===== src/rtl/hes_pkg.sv =====
// shared types and constants for the hysteresis event statistics core
package hes_pkg;

	localparam int unsigned CFG_W     = 16;
	localparam int unsigned CFG_IDX_W = 2;
	localparam int unsigned DIV_STEPS = 32;

	localparam logic [15:0] COUNT_MAX  = 16'hFFFF;
	localparam logic [14:0] OFFSET_RST = 15'd2500;
	localparam logic [14:0] HYST_RST   = 15'd350;

	typedef enum logic [CFG_IDX_W-1:0] {
		REG_CENTER = 2'd0,
		REG_UPPER  = 2'd1,
		REG_LOWER  = 2'd2,
		REG_HYST   = 2'd3
	} cfg_reg_t;

	typedef struct packed {
		logic signed [15:0] filtered_level;
		logic signed [15:0] raw_sample;
	} in_item_t;

	typedef struct packed {
		logic               polarity;
		logic signed [15:0] mean_value;
		logic signed [15:0] peak_max;
		logic signed [15:0] peak_min;
		logic        [15:0] sample_count;
	} out_item_t;

	// finished excursion waiting for the mean divide
	typedef struct packed {
		logic               polarity;
		logic signed [31:0] sum;
		logic signed [15:0] peak_max;
		logic signed [15:0] peak_min;
		logic        [15:0] count;
	} evq_entry_t;

endpackage


===== src/rtl/hysteresis_event_statistics_core.sv =====
// top level of the hysteresis event statistics core
//
//   channel  | ports                          | transfer when
//   ---------+--------------------------------+----------------------
//   input    | push, full, item               | push && !full
//   result   | empty, pop, result             | pop && !empty
//   config   | cfg_we, cfg_idx, cfg_data      | cfg_we
//
// an input item is classified combinationally and accumulated into registers; the front end
// takes one item per cycle as long as the excursion queue has room.
// in the back end each finished excursion is pulled from the queue, its mean is found by a
// serial divide, and the result register is loaded once it is free or being popped.
// full rises only when EVQ_DEPTH finished excursions wait for the divider.
// reset clears all control state and loads the register reset values.
module hysteresis_event_statistics_core #(
	parameter int unsigned EVQ_DEPTH = 2
) (
	input  logic                           clk,
	input  logic                           arst_n,
	input  logic                           cfg_we,
	input  logic [hes_pkg::CFG_IDX_W-1:0]  cfg_idx,
	input  logic [hes_pkg::CFG_W-1:0]      cfg_data,
	input  logic                           push,
	output logic                           full,
	input  hes_pkg::in_item_t              item,
	output logic                           empty,
	input  logic                           pop,
	output hes_pkg::out_item_t             result
);

	logic                evq_push;
	logic                evq_pop;
	logic                evq_full;
	logic                evq_empty;
	hes_pkg::evq_entry_t evq_wr;
	hes_pkg::evq_entry_t evq_rd;

	assign full = evq_full;

	hes_front u_front (
		.clk       (clk),
		.arst_n    (arst_n),
		.cfg_we    (cfg_we),
		.cfg_idx   (cfg_idx),
		.cfg_data  (cfg_data),
		.push      (push),
		.item      (item),
		.evq_full  (evq_full),
		.evq_push  (evq_push),
		.evq_entry (evq_wr)
	);

	hes_evq #(
		.DEPTH (EVQ_DEPTH)
	) u_evq (
		.clk     (clk),
		.arst_n  (arst_n),
		.wr_en   (evq_push),
		.wr_data (evq_wr),
		.rd_en   (evq_pop),
		.rd_data (evq_rd),
		.full    (evq_full),
		.empty   (evq_empty)
	);

	hes_div u_div (
		.clk       (clk),
		.arst_n    (arst_n),
		.evq_empty (evq_empty),
		.evq_entry (evq_rd),
		.evq_pop   (evq_pop),
		.result    (result),
		.empty     (empty),
		.pop       (pop)
	);

endmodule


===== src/rtl/hes_front.sv =====
// front end: config registers, band compare and excursion accumulation
module hes_front (
	input  logic                           clk,
	input  logic                           arst_n,
	input  logic                           cfg_we,
	input  logic [hes_pkg::CFG_IDX_W-1:0]  cfg_idx,
	input  logic [hes_pkg::CFG_W-1:0]      cfg_data,
	input  logic                           push,
	input  hes_pkg::in_item_t              item,
	input  logic                           evq_full,
	output logic                           evq_push,
	output hes_pkg::evq_entry_t            evq_entry
);

	typedef enum logic [1:0] {
		RG_IDLE  = 2'd0,
		RG_ABOVE = 2'd1,
		RG_BELOW = 2'd2
	} region_t;

	logic signed [15:0] center_q;
	logic        [14:0] upper_q;
	logic        [14:0] lower_q;
	logic        [14:0] hyst_q;

	region_t            region_q;
	logic               widened_q;
	logic signed [31:0] sum_q;
	logic signed [15:0] max_q;
	logic signed [15:0] min_q;
	logic        [15:0] count_q;

	logic        [14:0] widen;
	logic signed [17:0] center_x;
	logic signed [17:0] level_x;
	logic signed [17:0] up_thr;
	logic signed [17:0] lo_thr;
	logic               up_hit;
	logic               dn_hit;
	logic               take;
	logic signed [31:0] raw_x;

	assign widen    = widened_q ? hyst_q : 15'd0;
	assign center_x = 18'(center_q);
	assign level_x  = 18'(item.filtered_level);
	assign up_thr   = center_x + $signed({3'b000, upper_q}) - $signed({3'b000, widen});
	assign lo_thr   = center_x - $signed({3'b000, lower_q}) + $signed({3'b000, widen});
	assign up_hit   = (region_q == RG_IDLE || region_q == RG_ABOVE) && (level_x > up_thr);
	assign dn_hit   = (region_q == RG_IDLE || region_q == RG_BELOW) && (level_x < lo_thr);
	assign take     = push && !evq_full;
	assign raw_x    = 32'(item.raw_sample);

	// an active excursion ends when neither test keeps it going
	assign evq_push = take && !up_hit && !dn_hit &&
		(region_q == RG_ABOVE || region_q == RG_BELOW);

	always_comb begin
		evq_entry.polarity = (region_q == RG_BELOW);
		evq_entry.sum      = sum_q;
		evq_entry.peak_max = max_q;
		evq_entry.peak_min = min_q;
		evq_entry.count    = count_q;
	end

	always_ff @(posedge clk or negedge arst_n) begin
		if (!arst_n) begin
			center_q <= '0;
			upper_q  <= hes_pkg::OFFSET_RST;
			lower_q  <= hes_pkg::OFFSET_RST;
			hyst_q   <= hes_pkg::HYST_RST;
		end else if (cfg_we) begin
			unique case (hes_pkg::cfg_reg_t'(cfg_idx))
				hes_pkg::REG_CENTER: center_q <= $signed(cfg_data);
				hes_pkg::REG_UPPER:  upper_q  <= cfg_data[14:0];
				hes_pkg::REG_LOWER:  lower_q  <= cfg_data[14:0];
				hes_pkg::REG_HYST:   hyst_q   <= cfg_data[14:0];
				default: ;
			endcase
		end
	end

	always_ff @(posedge clk or negedge arst_n) begin
		if (!arst_n) begin
			region_q  <= RG_IDLE;
			widened_q <= 1'b0;
			sum_q     <= '0;
			max_q     <= '0;
			min_q     <= '0;
			count_q   <= '0;
		end else if (take) begin
			if (up_hit || dn_hit) begin
				if (region_q == RG_IDLE) begin
					region_q  <= up_hit ? RG_ABOVE : RG_BELOW;
					widened_q <= 1'b1;
					sum_q     <= raw_x;
					max_q     <= item.raw_sample;
					min_q     <= item.raw_sample;
					count_q   <= 16'd1;
				end else begin
					// sum stops with the count so the mean stays in range
					if (count_q != hes_pkg::COUNT_MAX) begin
						sum_q   <= sum_q + raw_x;
						count_q <= count_q + 16'd1;
					end
					if (item.raw_sample > max_q)
						max_q <= item.raw_sample;
					if (item.raw_sample < min_q)
						min_q <= item.raw_sample;
				end
			end else begin
				region_q  <= RG_IDLE;
				widened_q <= 1'b0;
			end
		end
	end

endmodule


===== src/rtl/hes_evq.sv =====
// short queue of finished excursions between front end and divider
module hes_evq #(
	parameter int unsigned DEPTH = 2
) (
	input  logic                clk,
	input  logic                arst_n,
	input  logic                wr_en,
	input  hes_pkg::evq_entry_t wr_data,
	input  logic                rd_en,
	output hes_pkg::evq_entry_t rd_data,
	output logic                full,
	output logic                empty
);

	localparam int unsigned PW = (DEPTH > 1) ? $clog2(DEPTH) : 1;
	localparam int unsigned CW = $clog2(DEPTH + 1);

	hes_pkg::evq_entry_t slots_q [DEPTH];
	logic [PW-1:0]       wr_ptr_q;
	logic [PW-1:0]       rd_ptr_q;
	logic [CW-1:0]       cnt_q;
	logic                do_wr;
	logic                do_rd;

	assign full    = (cnt_q == CW'(DEPTH));
	assign empty   = (cnt_q == '0);
	assign do_wr   = wr_en && !full;
	assign do_rd   = rd_en && !empty;
	assign rd_data = slots_q[rd_ptr_q];

	always_ff @(posedge clk) begin
		if (do_wr)
			slots_q[wr_ptr_q] <= wr_data;
	end

	always_ff @(posedge clk or negedge arst_n) begin
		if (!arst_n) begin
			wr_ptr_q <= '0;
			rd_ptr_q <= '0;
			cnt_q    <= '0;
		end else begin
			if (do_wr)
				wr_ptr_q <= (wr_ptr_q == PW'(DEPTH - 1)) ? '0 : wr_ptr_q + PW'(1);
			if (do_rd)
				rd_ptr_q <= (rd_ptr_q == PW'(DEPTH - 1)) ? '0 : rd_ptr_q + PW'(1);
			if (do_wr && !do_rd)
				cnt_q <= cnt_q + CW'(1);
			else if (do_rd && !do_wr)
				cnt_q <= cnt_q - CW'(1);
		end
	end

endmodule


===== src/rtl/hes_div.sv =====
// back end: serial mean divide and result register
module hes_div (
	input  logic                clk,
	input  logic                arst_n,
	input  logic                evq_empty,
	input  hes_pkg::evq_entry_t evq_entry,
	output logic                evq_pop,
	output hes_pkg::out_item_t  result,
	output logic                empty,
	input  logic                pop
);

	localparam int unsigned SW = $clog2(hes_pkg::DIV_STEPS);

	typedef enum logic [1:0] {
		ST_IDLE,
		ST_DIV,
		ST_HOLD
	} state_t;

	state_t             state_q;
	logic [SW-1:0]      step_q;
	hes_pkg::out_item_t res_q;
	logic               res_valid_q;

	logic [31:0]        quo_q;
	logic [15:0]        rem_q;
	logic [15:0]        divisor_q;
	logic               neg_q;
	logic               pol_q;
	logic signed [15:0] max_q;
	logic signed [15:0] min_q;

	logic [31:0]        sum_abs;
	logic [16:0]        rem_sh;
	logic               fits;
	logic [16:0]        rem_sub;
	logic [15:0]        mag;
	logic signed [15:0] mean;
	logic               load_res;

	assign sum_abs = evq_entry.sum[31] ? 32'(-evq_entry.sum) : evq_entry.sum;
	assign rem_sh  = {rem_q, quo_q[31]};
	assign fits    = (rem_sh >= {1'b0, divisor_q});
	assign rem_sub = rem_sh - {1'b0, divisor_q};
	assign mag     = quo_q[15:0];
	assign mean    = (divisor_q == '0) ? '0 : (neg_q ? $signed(16'(-mag)) : $signed(mag));

	assign evq_pop  = (state_q == ST_IDLE) && !evq_empty;
	assign load_res = (state_q == ST_HOLD) && (!res_valid_q || pop);
	assign result   = res_q;
	assign empty    = !res_valid_q;

	// restoring divide, one quotient bit per cycle
	always_ff @(posedge clk) begin
		if (evq_pop) begin
			quo_q     <= sum_abs;
			rem_q     <= '0;
			divisor_q <= evq_entry.count;
			neg_q     <= evq_entry.sum[31];
			pol_q     <= evq_entry.polarity;
			max_q     <= evq_entry.peak_max;
			min_q     <= evq_entry.peak_min;
		end else if (state_q == ST_DIV) begin
			rem_q <= fits ? rem_sub[15:0] : rem_sh[15:0];
			quo_q <= {quo_q[30:0], fits};
		end
	end

	always_ff @(posedge clk or negedge arst_n) begin
		if (!arst_n) begin
			state_q     <= ST_IDLE;
			step_q      <= '0;
			res_q       <= '0;
			res_valid_q <= 1'b0;
		end else begin
			if (load_res) begin
				res_q.polarity     <= pol_q;
				res_q.mean_value   <= mean;
				res_q.peak_max     <= max_q;
				res_q.peak_min     <= min_q;
				res_q.sample_count <= divisor_q;
				res_valid_q        <= 1'b1;
			end else if (pop) begin
				res_valid_q <= 1'b0;
			end
			unique case (state_q)
				ST_IDLE: begin
					if (!evq_empty) begin
						state_q <= ST_DIV;
						step_q  <= '0;
					end
				end
				ST_DIV: begin
					step_q <= step_q + SW'(1);
					if (step_q == SW'(hes_pkg::DIV_STEPS - 1))
						state_q <= ST_HOLD;
				end
				ST_HOLD: begin
					if (load_res)
						state_q <= ST_IDLE;
				end
				default: state_q <= ST_IDLE;
			endcase
		end
	end

endmodule


===== config.mk =====
export PLATFORM = sky130hd
export DESIGN_NAME = hysteresis_event_statistics_core
export DESIGN_NICKNAME = d
export VERILOG_FILES = /design/src/rtl/hes_pkg.sv /design/src/rtl/hysteresis_event_statistics_core.sv /design/src/rtl/hes_front.sv /design/src/rtl/hes_evq.sv /design/src/rtl/hes_div.sv
export SDC_FILE = /design/constraint.sdc
export NUM_CORES = 1
export LEC_CHECK = 0
export ABC_AREA = 1
export BUFFER_PORTS_ARGS = -buffer_cell sky130_fd_sc_hd__buf_2
export CELL_PAD_IN_SITES_DETAIL_PLACEMENT = 0
export CELL_PAD_IN_SITES_GLOBAL_PLACEMENT = 2
export CORE_MARGIN = 2
export CORE_UTILIZATION = 38
export CTS_CLUSTER_DIAMETER = 50
export DETAILED_ROUTE_END_ITERATION = 12
export GPL_ROUTABILITY_DRIVEN = 1
export PLACE_DENSITY_LB_ADDON = 0.08
export SLEW_MARGIN = 20
export SYNTH_ARGS = -nofsm -noshare
export SYNTH_HDL_FRONTEND = slang
export SYNTH_SLANG_ARGS = --single-unit

===== constraint.sdc =====
create_clock -name clk -period 9.74 [get_ports clk]
set_input_delay 0.974 -clock clk [delete_from_list [all_inputs] [get_ports clk]]
set_output_delay 0.974 -clock clk [all_outputs]
set_load 0.05 [all_outputs]

==> flow_summary.ini, run 1 <==
[critical_path]
end_kind = flop
slowest_delay_ns = 0.62
worst_path_most_repeated_cell = nand2_1
path_max_fanout = 44
cpMaxStageDelayCell = clkinv_2
required_ns = 10.03
critPathKind = flop to flop
critPathArrivalTime_ns = 6.66
start_kind = flop

[synthesis]
synth-edff-count = 244
ys.flop_type = edfxtp_1
synthCells = 3448
ys_warn_count = 0
synth-seq-cells = 481
yosysTopAreaCell = edfxtp_1
synth_fp_nets = 3691
synth_area_mm2 = 0.0280
synth_cell_type_count = 54
synth.area.top_cells = edfxtp_1 (26%), dfrtp_1 (18%), nand2_1 (17%)
synth_top_area_share_pct = 26.2
seq_area_frac_synth_pct = 47.1
synth_common_cells = nand2_1 (1253), inv_1 (399), edfxtp_1 (244), dfrtp_1 (205), ha_1 (182)
synth.most_common_cell = nand2_1
synth_area_per_cell_um2 = 8.12
async_reset_ff_share_pct = 45.9

[cts]
clkTransAtPathRegs_ns = 0.06
cts_resized = 0
clock_latency_ns = 0.61
cts_buffers = 69
cts_hold_buf = 0
clkSinkCount = 481
h-tree-depth = 3
cts_setup_buffers = 0
root_buffer = clkbuf_16
clk_path_buf_depth = 3
cts_tree = yes

[timing]
worst-slew-pin-transition_ns = 1.03
hold_violations = 0
tns_ns = 0
period_share_pct = 65.5
slew_headroom_pct = 31.4
fmax_mhz = 157
finalCriticalPeriod_ns = 6.38
rsz0062_at_grt = no
final-setup-viol-count = 0
worst_clock_skew_ns = 0.0268
maxSlewViolCount = 0

[finish]
drive_gt1_share_pct = 9.48
multi_input_area_mm2 = 0.0128
layoutNonFillerInstCount = 4576
fin_nets = 3804
fillers = 7259
diodes = 0
register_area_mm2 = 0.0132
syn2layout_area_growth_pct = 14.2

[power_and_ir_drop]
power_density_mw_per_mm2 = 351
p_leak_uw = 0.0158
ir_worst_vdd_mv = 0.215

[job]
drv_cap = 0

[detailed_routing]
ant_nets = 0
via_count = 22493
post_drt_wl_per_cell_um = 16.8
route.final.wire_length_mm = 77.0
drt-initial-drc-count = 1457
first_pass_iters = 7
viasPerCell = 4.92
drc = 0

[placed_design]
dpl.hpwl_mm = 56.4
numPortBuffers = 121
place_inst = 4449
gp_congestion = 0.841

[die]
rows = 99
core_area_mm2 = 0.0730
initial_utilization_pct = 38.4
die_width_um = 275
die_area_mm2 = 0.0759
io_pins = 122
die_h_um = 275

[run_status]
status = finished clean

[min_path]
hold_class = input port to async pin

[global_route]
track_usage_pct = 20.7
grt_pass1_vias = 22553
grt_max_degree = 115
grt_overflow = 0
antenna_found_initial = 0
grt_pass1_wl_mm = 123
-- cell type report --
| cell class | count | area share [%] |
|---|---|---|
| inverter | 414 | 4.87 |
| multi-input combinational | 2453 | 40.1 |
| clock buffer | 82 | 5.87 |
| sequential | 481 | 41.3 |
| clock inverter | 45 | 1.69 |
| timing repair buffer | 142 | 2.42 |
| tap | 959 | 3.75 |
-- flip-flops by register name, indices dropped and copies added (netlist names), 5 cells and up --
register          count
u_front.count_q      16
u_front.min_q        16
u_div.max_q          16
u_div.divisor_q      16
u_front.lower_q      15
u_div.step_q          5
u_front.max_q        16
u_front.upper_q      15
u_div.quo_q          32
u_div.result         65
u_div.rem_q          16
u_front.hyst_q       15
u_evq.slots_q       162
u_div.min_q          16
u_front.center_q     16
u_front.sum_q        32
-- critical path, delay by kind of cell (launching register included) --
family                   cells  cell delay, ns
AND/OR/NAND/NOR             15            1.52
buffers and inverters        7            1.49
adder cells (fa/ha/maj)      4            1.26
AO/OA/AOI/OAI                5            1.14
flip-flops                   1            0.37
XOR/XNOR                     1            0.20
-- final timing paths --
kind,to,depth (start not counted),slack [ns],start
worst max-delay path,u_evq.slots_q[0][25]$_DFFE_PP_,32,3.36,u_front.center_q[0]$_DFFE_PN0P_
worst min-delay path,u_div.result[26]$_DFFE_PN0P_,1,0.39,arst_n
worst max register to register,u_evq.slots_q[0][25]$_DFFE_PP_,32,3.36,u_front.center_q[0]$_DFFE_PN0P_
worst min register to register,u_div.result[32]$_DFFE_PN0P_,2,0.44,u_div.max_q[0]$_DFFE_PP_
max in group asynchronous,u_evq.rd_ptr_q$_DFFE_PN0P_,3,6.91,arst_n
min in group clk,u_div.result[32]$_DFFE_PN0P_,2,0.44,u_div.max_q[0]$_DFFE_PP_
-- power by group --
part | total, uW | internal, uW | switching (uW) | leakage, uW
Sequential | 3350 | 2900 | 453 | 0.00519
Clock | 2560 | 1550 | 1010 | 0.00118
Combinational | 5310 | 1710 | 3600 | 0.00942
Total | 11200 | 6160 | 5060 | 0.0158
-- per-stage QoR --
| step | utilization (%) | setup slack, ns | power [uW] | cell area, um2 | hold WS (ns) |
|---|---|---|---|---|---|
| floorplan | - | 1.60 | 7250 | 28000 | 0.418 |
| global placement | 40.5 | 3.46 | 8670 | 29500 | 0.431 |
| detailed placement | 40.5 | 3.32 | 8740 | 29500 | 0.436 |
| CTS | 43.8 | 3.28 | 11400 | 32000 | 0.449 |
| global route | 43.8 | 2.76 | 12200 | 32000 | 0.465 |
| finish | 43.8 | 3.36 | 11200 | 32000 | 0.388 |
-- cell families (layout without fill, tap and decap cells) --
| family | Yosys count | after routing | synth area share [%] |
|---|---|---|---|
| buffers and inverters | 514 | 683 | 7.22 |
| and+or+nand+nor | 1767 | 1767 | 26.2 |
| AOI/OAI and AO/OA | 403 | 403 | 7.95 |
| adders and majority gates | 188 | 188 | 8.56 |
| xor gates and xnor gates | 95 | 95 | 2.97 |
| DFF | 481 | 481 | 47.1 |
-- cell usage in the layout, fill, tap and decap left out, types with 7 or more instances in the layout --
cell type  count
a21o_1        17
a21oi_1      134
a31oi_1       16
buf_2        120
buf_4         21
clkbuf_16     70
clkbuf_8       8
clkinv_1       7
clkinv_2       8
dfrtp_1      204
dfstp_2       16
dfxtp_1       16
edfxtp_1     244
ha_1         182
inv_1        398
inv_2         12
nand2_1     1252
nand3_1      177
nand3_2        8
nand3b_1       7
nand4_1       89
nor2_1       156
nor3_1        32
o21ai_0      173
o21ai_1       20
o21ai_2       13
or2_1          7
or2_2          9
xnor2_1       50
xor2_1        45
-- layer usage --
metal | share of wire, % | vias up | track usage [%] | routed length, um
met5 | 0 | - | 0 | 0
met4 | 1.6 | 0 | 4.94 | 1240
met3 | 3.7 | 82 | 2.56 | 2820
met2 | 45 | 335 | 33.6 | 34800
met1 | 49 | 10561 | 29.5 | 38100
li1 | - | 11515 | - | -
No activity file was read; power rests on OpenSTA's default activity.
==> run 2: changes to the inputs <==
Clock period 9.74 ns to 6.41 ns, I/O delays scaled along.
==> run 2 against run 1 <==
Final area shrank 0.68%. Register-to-register slack worse by 2.6 ns. Die area unchanged. Combinational power up 53%. Core utilization is 0.30 points lower. Sequential share of layout area rose by 0.28 points. Routed wire length is 0.78% lower. Setup slack worse by 2.6 ns. Clock skew up 0.050 ns. Non-clock buffer count up 9. Worst hold slack worse by 0.12 ns. First-iteration DRC count decreased by 14%. Critical path type unchanged. Largest cell class unchanged.
==> flow_summary.ini, run 2 (synthesis results as in run 1) <==
[critical_path]
cp_num_buf_inv = 4
crit_family = simple AND/OR/NAND/NOR gates
critPathKind = flop to flop
worst_path_most_repeated_cell = nand2_1
slowest_delay_ns = 0.48
critPathArrivalTime_ns = 5.96
required_ns = 6.70
end_kind = flop
cpMaxStageDelayCell = nor2_4
start_kind = flop
path_max_fanout = 18

[cts]
clkSinkCount = 481
clock_latency_ns = 0.65
cts_buffers = 60
h-tree-depth = 2
clkTransAtPathRegs_ns = 0.06
root_buffer = clkbuf_16
clk_path_buf_depth = 3
cts_tree = yes
cts_setup_buffers = 0

[placed_design]
dp_slack_ns = 0.595
dpl.hpwl_mm = 57.4
numPortBuffers = 121
place_inst = 4457
gp_congestion = 0.853

[timing]
fin_ws_ns = 0.746
period_share_pct = 88.4
whs_ns = 0.264
worst-slew-pin-transition_ns = 1.00
rsz0062_at_grt = no
slew_headroom_pct = 32.9
worst_clock_skew_ns = 0.0764
final-setup-viol-count = 0
tns_ns = 0
finalCriticalPeriod_ns = 5.66
maxSlewViolCount = 0
fmax_mhz = 177
hold_violations = 0

[finish]
layoutNonFillerInstCount = 4572
syn2layout_area_growth_pct = 13.4
mostFrequentLayoutCell = nand2_1
final_util_pct = 43.5
drive_gt1_share_pct = 9.08
layout_common_cells = nand2_1 (1252), inv_1 (398), edfxtp_1 (244)
diodes = 0
largest-register = u_evq.slots_q
fillers = 7324
largest_register_ff_count = 162
fin_nets = 3804

[global_route]
grt_pass1_vias = 22126
grt_max_degree = 146
track_usage_pct = 20.4
antenna_found_initial = 2
grt_overflow = 0
grt_pass1_wl_mm = 123

[detailed_routing]
ant_nets = 0
route.final.wire_length_mm = 76.4
drt-initial-drc-count = 1253
drc = 0
via_count = 22415
viasPerCell = 4.90
post_drt_wl_per_cell_um = 16.7
first_pass_iters = 7

[min_path]
hold_class = input port to flop

[die]
initial_utilization_pct = 38.4
die_h_um = 275
core_area_mm2 = 0.0730
rows = 99
io_pins = 122
die_area_mm2 = 0.0759
die_width_um = 275

[power_and_ir_drop]
ir_worst_vdd_mv = 0.360
power_density_mw_per_mm2 = 523
p_leak_uw = 0.0157

[job]
drv_cap = 0

[run_status]
status = finished clean
[run 2: changes by cell type in the layout (fill, tap and decap cells not counted), moves of 3 or more]
cell,change
clkbuf_8,-3
buf_12,+6
clkbuf_1,+7
nand3_2,-4
clkbuf_16,-8
inv_8,-4
clkinv_4,-5
clkinv_8,-5
[run 2: per-stage QoR]
step           cell area, um2  total power, uW
2_1_floorplan           28000            11000
3_3_place_gp            29700            13200
3_5_place_dp            29700            13300
4_1_cts                 31700            16800
5_1_grt                 31700            18100
6_report                31700            16600
[run 2: metal layers]
metal | wire length [um] | share of wire [%] | up-vias | GRT usage, %
li1 | - | - | 11496 | -
met5 | 21 | 0.027 | - | 0
met2 | 34500 | 45 | 325 | 33.0
met4 | 1390 | 1.8 | 4 | 4.34
met3 | 2550 | 3.3 | 100 | 2.23
met1 | 37900 | 50 | 10490 | 29.6
[run 2: worst register-to-register path, delay by kind of cell (launching register included)]
kind	cells	cell delay, ns
AND/OR/NAND/NOR	17	1.82
AO/OA/AOI/OAI	6	1.36
adder cells (fa/ha/maj)	3	1.05
buffers and inverters	4	0.47
flip-flops	1	0.40
XOR/XNOR	1	0.19
[run 2: path summary, 6_finish.rpt]
check,from,endpoint,slack [ns],cells past startpoint
max,u_front.center_q[3]$_DFFE_PN0P_,u_evq.slots_q[1][80]$_DFFE_PP_,0.75,31
min,cfg_data[4],u_front.hyst_q[4]$_DFFE_PN1P_,0.26,3
max reg2reg,u_front.center_q[3]$_DFFE_PN0P_,u_evq.slots_q[1][80]$_DFFE_PP_,0.75,31
min reg2reg,u_div.min_q[14]$_DFFE_PP_,u_div.result[30]$_DFFE_PN0P_,0.44,2
max in group asynchronous,arst_n,u_div.result[10]$_DFFE_PN0P_,4.50,3
min in group asynchronous,arst_n,u_div.result[24]$_DFFE_PN0P_,0.55,2
[run 2: cell type report]
class / count / area, um2 / area share, %
clock inverter: 36 / 389 / 1.23
sequential: 481 / 13200 / 41.6
timing repair buffer: 151 / 918 / 2.89
inverter: 414 / 1560 / 4.90
clock buffer: 78 / 1660 / 5.23
multi-input combinational: 2453 / 12800 / 40.4
tap: 959 / 1200 / 3.78
[run 2: timing repair]
action,4_1_cts,5_1_grt
hold buffers,1,0
gates resized for setup,0,3
endpoints found under the hold margin,32,0
setup endpoints to repair,0,143
[run 2: report_power, final]
group	switching, uW	internal, uW	leakage, uW	total (uW)
sequential	706	4400	0.00519	5110
combinational	5480	2640	0.00949	8120
clock	1390	1980	0.000989	3380
total	7580	9020	0.0157	16600
